<file path="src/gcd_pkg.sv">
// ---------------------------------------------------------------------------
// gcd_pkg: shared constants and arithmetic helpers
// Fixed-point formats and helpers for the great-circle distance pipeline.
// ---------------------------------------------------------------------------
package gcd_pkg;

  // field widths
  localparam int LAT_W    = 24;
  localparam int LON_W    = 25;
  localparam int RADIUS_W = 24;
  localparam int DIST_W   = 24;

  localparam logic [RADIUS_W-1:0] RADIUS_RESET = 24'd1630976;
  localparam logic [DIST_W-1:0]   DIST_MAX     = 24'hFF_FFFF;

  // degree to binary angle conversion: x = deg + 45 * 2^20, q = x / 45
  localparam int             DEG_W      = 26;
  localparam logic [25:0]    DEG_OFFSET = 26'd47185920;
  localparam logic [26:0]    RECIP_45   = 27'd95443718;
  localparam logic [5:0]     DIV_45     = 6'd45;
  localparam logic [12:0]    FRAC_STEP  = 13'd182;
  localparam logic [5:0]     FRAC_LO    = 6'd12;
  localparam logic [5:0]     FRAC_HI    = 6'd34;

  // binary angles and sine format
  localparam int              BAM_W   = 32;
  localparam int              U_W     = 31;
  localparam logic [31:0]     QUARTER = 32'h4000_0000;
  localparam logic [U_W-1:0]  U_ONE   = 31'h4000_0000;

  // quarter-wave sine polynomial
  localparam int QSIN_LAT     = 8;
  localparam int HORNER_STEPS = 6;
  localparam logic signed [32:0] SC13 = 33'sd61;
  localparam logic signed [32:0] HORNER_ADD [HORNER_STEPS] = '{
    -33'sd3864, 33'sd172272, -33'sd5026995,
    33'sd85569306, -33'sd693598668, 33'sd1686629713
  };

  // haversine term, root and arcsine
  localparam int          A_W        = 61;
  localparam int          V_W        = 60;
  localparam int          ROOT_W     = 30;
  localparam int          ASIN_STEPS = 30;
  localparam logic [60:0] A_ONE      = 61'h1000_0000_0000_0000;
  localparam logic [60:0] A_HALF     = 61'h0800_0000_0000_0000;
  localparam logic [31:0] PI_Q30     = 32'd3373259426;

  // q30 product, magnitude rounded half away from zero
  function automatic logic signed [32:0] mulq(input logic signed [32:0] a,
                                              input logic signed [32:0] b);
    logic        neg;
    logic [31:0] ma;
    logic [31:0] mb;
    logic [63:0] prod;
    logic [63:0] rnd;
    logic [32:0] mag;
    neg  = a[32] ^ b[32];
    ma   = a[32] ? 32'(-a) : 32'(a);
    mb   = b[32] ? 32'(-b) : 32'(b);
    prod = ma * mb;
    rnd  = prod + 64'd536870912;
    mag  = rnd[62:30];
    return neg ? -$signed(mag) : $signed(mag);
  endfunction

  // quadrant folding of a binary angle into the quarter-wave argument
  function automatic logic [U_W-1:0] bam_to_u(input logic [BAM_W-1:0] b);
    logic [U_W-1:0] x;
    x = {1'b0, b[29:0]};
    return b[30] ? U_ONE - x : x;
  endfunction

  // low binary-angle bits from the remainder of deg / 45
  function automatic logic [12:0] deg_frac(input logic [5:0] r);
    logic [12:0] base;
    logic [12:0] adj;
    base = 13'(r) * FRAC_STEP;
    adj  = (r >= FRAC_HI) ? 13'd2 : ((r >= FRAC_LO) ? 13'd1 : 13'd0);
    return base + adj;
  endfunction

endpackage

</file>
<file path="src/gcd_isqrt.sv">
// ---------------------------------------------------------------------------
// gcd_isqrt: pipelined integer square root
// Digit-by-digit root of a 60-bit value, one result bit per stage.
// ---------------------------------------------------------------------------
module gcd_isqrt (
  input  logic                      clk,
  input  logic                      en,
  input  logic [gcd_pkg::V_W-1:0]   v_in,
  output logic [gcd_pkg::ROOT_W-1:0] root_out
);

  localparam int N = gcd_pkg::ROOT_W;
  localparam int W = gcd_pkg::V_W;

  logic [W-1:0] rem_r [N-1];
  logic [W-1:0] res_r [N];

  for (genvar i = 0; i < N; i++) begin : g_stage
    localparam logic [W-1:0] BIT = W'(1) << (2 * (N - 1 - i));
    logic [W-1:0] rem_src;
    logic [W-1:0] res_src;
    logic [W-1:0] trial;
    logic         take;

    if (i == 0) begin : g_first
      assign rem_src = v_in;
      assign res_src = '0;
    end else begin : g_rest
      assign rem_src = rem_r[i-1];
      assign res_src = res_r[i-1];
    end

    assign trial = res_src + BIT;
    assign take  = rem_src >= trial;

    // root bit decision
    always_ff @(posedge clk) begin
      if (en) res_r[i] <= take ? (res_src >> 1) + BIT : res_src >> 1;
    end

    if (i < N - 1) begin : g_rem
      always_ff @(posedge clk) begin
        if (en) rem_r[i] <= take ? rem_src - trial : rem_src;
      end
    end
  end

  assign root_out = res_r[N-1][N-1:0];

endmodule

</file>
<file path="config.mk">
export PLATFORM = sky130hd
export DESIGN_NAME = gcd_isqrt
export DESIGN_NICKNAME = d
export VERILOG_FILES = /design/src/gcd_pkg.sv /design/src/gcd_isqrt.sv
export SDC_FILE = /design/constraint.sdc
export NUM_CORES = 2
export LEC_CHECK = 0
export ABC_AREA = 0
export BUFFER_PORTS_ARGS = -buffer_cell sky130_fd_sc_hd__buf_2
export CAP_MARGIN = 10
export CORE_UTILIZATION = 50
export DETAILED_ROUTE_END_ITERATION = 8
export PLACE_DENSITY = 0.63
export SLEW_MARGIN = 20
export SYNTH_ARGS = -nofsm -noshare
export SYNTH_HDL_FRONTEND = slang
export SYNTH_SLANG_ARGS = --single-unit
</file>
<file path="constraint.sdc">
create_clock -name clk -period 7.74 [get_ports clk]
set_clock_uncertainty 0.05 [all_clocks]
set_input_delay 0.387 -clock clk [delete_from_list [all_inputs] [get_ports clk]]
set_output_delay 0.387 -clock clk [all_outputs]
set_load 0.01 [all_outputs]
</file>
==> key figures <==
Place
  – # port buffers: 91
  – Placed Area: 0.1096 mm²
  – Final HPWL DP: 183.0 mm
  – Routability Congestion: 0.8900

Synthesis
  – Avg Inst Size Synth: 12.65 µm²
  – Syn Inst Count: 8360
  – Async set-reset flop share out of synthesis: 0%
  – Synth Warn #: 0
  – Top FF cell, synth: edfxtp_1
  – Number of flops mapped to enable cells by yosys: 2205
  – Cell variety after synth: 91
  – Yosys reg bits: 2205
  – Syn nets: ~8900
  – Sequential element share of the synthesized area: between 60 and 70%
  – Mapped Area: approximately 0.11 mm²

Global route
  – First-pass GRT wire length: 379.8 mm
  – GRT busiest layer: met2
  – Initial antenna violation count: 8
  – Met2 Use GR: about two fifths
  – M3 GR Usage: between 2 and 3%
  – Largest net degree at the start of global routing: 200
  – Met1 usage: 31.73%
  – Total Routing Usage GR: about 23%
  – Vias in the first global route: approximately 65000
  – Grt total ovfl: 0

STA
  – Fin crit period: 4656 ps
  – Slew Limit Headroom: 20.64%
  – Slew Viols, Final: 0
  – Final period util: 60.16%
  – Setup violators final: 0
  – RSZ-0062 raised after global routing: no
  – Fmax achieved: 214.8 MHz
  – Hold Vio Cnt, Final: 0
  – Setup TNS: 0 ps
  – Worst Tran Pin Value: 1172 ps

CTS
  – H-tree depth: 4
  – CTS root buf: clkbuf_16
  – CTS sink cnt: 2205
  – CTS resizes: 0
  – Post-CTS Setup Bufs: 0
  – Max Buffers Root-to-Sink: 3
  – CTS tree: built
  – Hold_buf cts: 62
  – Clock transition at the registers of the reported paths: around 60 ps
  – Num CTS Buffers: 227
  – Clk Latency, worst-skew pair: 870 ps

Detailed routing
  – Final wirelength: 247.7 mm
  – DRC violations left: 0
  – WL/cell: about 21 µm
  – Vias: roughly 67000
  – DRT iter0 DRCs: 5509
  – Pre-antenna DRT Iters: 5
  – Antenna-violating nets left: 0
  – DR vias/cell: between 5 and 6

Floorplan
  – Top Ports: 92
  – Core ar.: 0.2098 mm²
  – Initial Util: 50.41%
  – Row cnt: 168
  – Die height: 461.9 µm
  – Die width: 461.9 µm
  – Die ar.: 0.2133 mm²

Setup path
  – Startpoint types: register
  – Reg2Reg Depth: 11
  – Critical-path cell list: ha_1 -> nand4b_1 -> nor4_1 -> nand4_1 -> o41ai_1 -> and3b_1 -> o31ai_4 -> buf_4 -> o311ai_1 -> nor3_1 -> xor2_1
  – Critical-path top delay cell: nor4_1
  – Worst setup path category: reg2reg
  – CP max stage delay: 780 ps
  – CP endpoint: rem_r[13][111]
  – Crit path from: rem_r[13][11]
  – Crit path DAT: 5190 ps
  – Worst R2R Start: rem_r[13][11]
  – Worst setup EP type: register
  – CP required: roughly 8300 ps
  – Worst Path Max Fanout: 65
  – Reg2reg setup slack: just over 3000 ps
  – R2r endpoint: rem_r[13][111]

Min path
  – Min-delay worst type: in2reg

Power and ir drop
  – Worst ir drop on vdd: 0.2673 mV
  – Pwr dens: 292.4 mW/mm²
  – Leak: 44.11 nW

Finish
  – Layout Area Growth over Synthesis: 11.41%
  – Register area: 0.06621 mm²
  – Fin nets: 9170
  – Area of the multi-input gates: 0.03666 mm²
  – Final core utilization: 56.16%
  – Design Area, Final: about 0.12 mm²
  – # fillers: 17270
  – Layout cells sized above 1: between 6 and 7%

Run
  – Max-cap violations: 0

Run status
  – Status: complete, no violations
==> layout make-up <==
| type | count | share of cell area (%) |
|---|---|---|
| Antenna cell | 3 | 0.006372 |
| Sequential cell | 2205 | 56.21 |
| Inverter | 611 | 1.947 |
| Multi-Input combinational cell | 5379 | 31.12 |
| Clock inverter | 151 | 1.438 |
| Clock buffer | 269 | 4.974 |
| Tap cell | 2805 | 2.979 |
| Timing Repair Buffer | 191 | 1.334 |
==> synthesized netlist by cell type (all sizes together), types with 40 or more instances <==
master / count / area share, %
edfxtp: 2205 / 63
ha: 493 / 5.8
or4: 64 / 0.47
xnor2: 409 / 3.4
nor2b: 66 / 0.39
or2: 40 / 0.24
a21o: 201 / 1.4
nand2b: 108 / 0.64
clkbuf: 134 / 0.48
a211oi: 48 / 0.34
o21a: 88 / 0.62
xor2: 358 / 3.0
o21ai: 359 / 1.7
o31ai: 40 / 0.28
nand4: 145 / 0.86
a21oi: 545 / 2.6
nor4b: 42 / 0.35
nor3: 218 / 1.0
nor4: 310 / 1.9
or3: 91 / 0.54
nand3: 144 / 0.69
inv: 610 / 2.2
o21bai: 51 / 0.36
nand2: 477 / 1.7
mux2: 67 / 0.71
nor2: 531 / 1.9
==> kinds of logic after synthesis <==
| family | synth area share (%) |
|---|---|
| and+or+nand+nor | 12.29 |
| AOI/OAI and AO/OA | 9.338 |
| buffers and inverters | 2.792 |
| adders and majority gates | 5.833 |
| xor gates and xnor gates | 6.353 |
| DFF | 62.62 |
| muxes | 0.7798 |
==> worst max-delay path, delay by kind of cell (launching register included) <==
kind            cells  cell delay [ps]
flops               1              400
fa+ha+maj           1              400
xor+xnor            1              100
compound gates      3              960
simple gates        5             1820
buf+inv             1              620
==> cell usage in the layout (no fill, tap or decap), drive strengths merged, types with 36 or more instances in the layout <==
cell type / synthesis / layout
o21bai: 51 / 51
xor2: 358 / 358
nor3: 218 / 218
nand3b: 36 / 36
buf: 31 / 129
or3: 91 / 91
nor4: 310 / 310
and3: 38 / 38
a21o: 201 / 201
nand2b: 108 / 108
nor2: 531 / 531
nor4b: 42 / 42
a21oi: 545 / 545
nand3: 144 / 144
nor2b: 66 / 66
o31ai: 40 / 40
ha: 493 / 493
dlygate4sd3: 0 / 62
a31oi: 36 / 36
edfxtp: 2205 / 2205
xnor2: 409 / 409
clkbuf: 134 / 269
inv: 610 / 614
or4: 64 / 64
o21a: 88 / 88
nand2: 477 / 477
mux2: 67 / 67
nand4: 145 / 145
o21ai: 359 / 359
or2: 40 / 40
clkinv: 1 / 115
a211oi: 48 / 48
==> sequential cells by signal, indices dropped and copies added, names as in the netlist <==
name	count
res_r	465
rem_r	1740
==> how the worst min path moves through the flow <==
| stage | start | end | depth (start not counted) |
|---|---|---|---|
| floorplan | rem_r[11][60] | rem_r[12][0] | 0 |
| finish | v_in[38] | rem_r[0][38] | 2 |
| global placement | rem_r[11][62] | rem_r[12][2] | 0 |
| CTS | v_in[44] | rem_r[0][44] | 2 |
| global route | v_in[2] | rem_r[0][2] | 2 |
| detailed placement | rem_r[3][73] | rem_r[4][13] | 0 |
==> power by group <==
part           switching (mW)  total, mW  internal [mW]
Combinational            4.19       7.10           2.91
Sequential               1.21       16.4           15.1
Clock                    4.67       11.0           6.32
==> metrics by stage <==
step	power [mW]	hold WS [ps]	setup slack, ps	cells
floorplan	21.17	366.6	4170	8360
global placement	23.52	370.5	2283	11130
detailed placement	23.59	376.9	2671	11130
CTS	34.69	82.82	2643	11610
global route	36.08	115.6	2791	11610
finish	34.45	168.0	3084	11610
==> per-layer routing <==
layer / vias up / share of wire [%]
li1: 31970 / -
met1: 32760 / 45
met2: 1602 / 49
met3: 330 / 4.5
met4: 4 / 2.1
met5: - / 0.0093
Note: power is estimated with default switching activity, not from simulation.
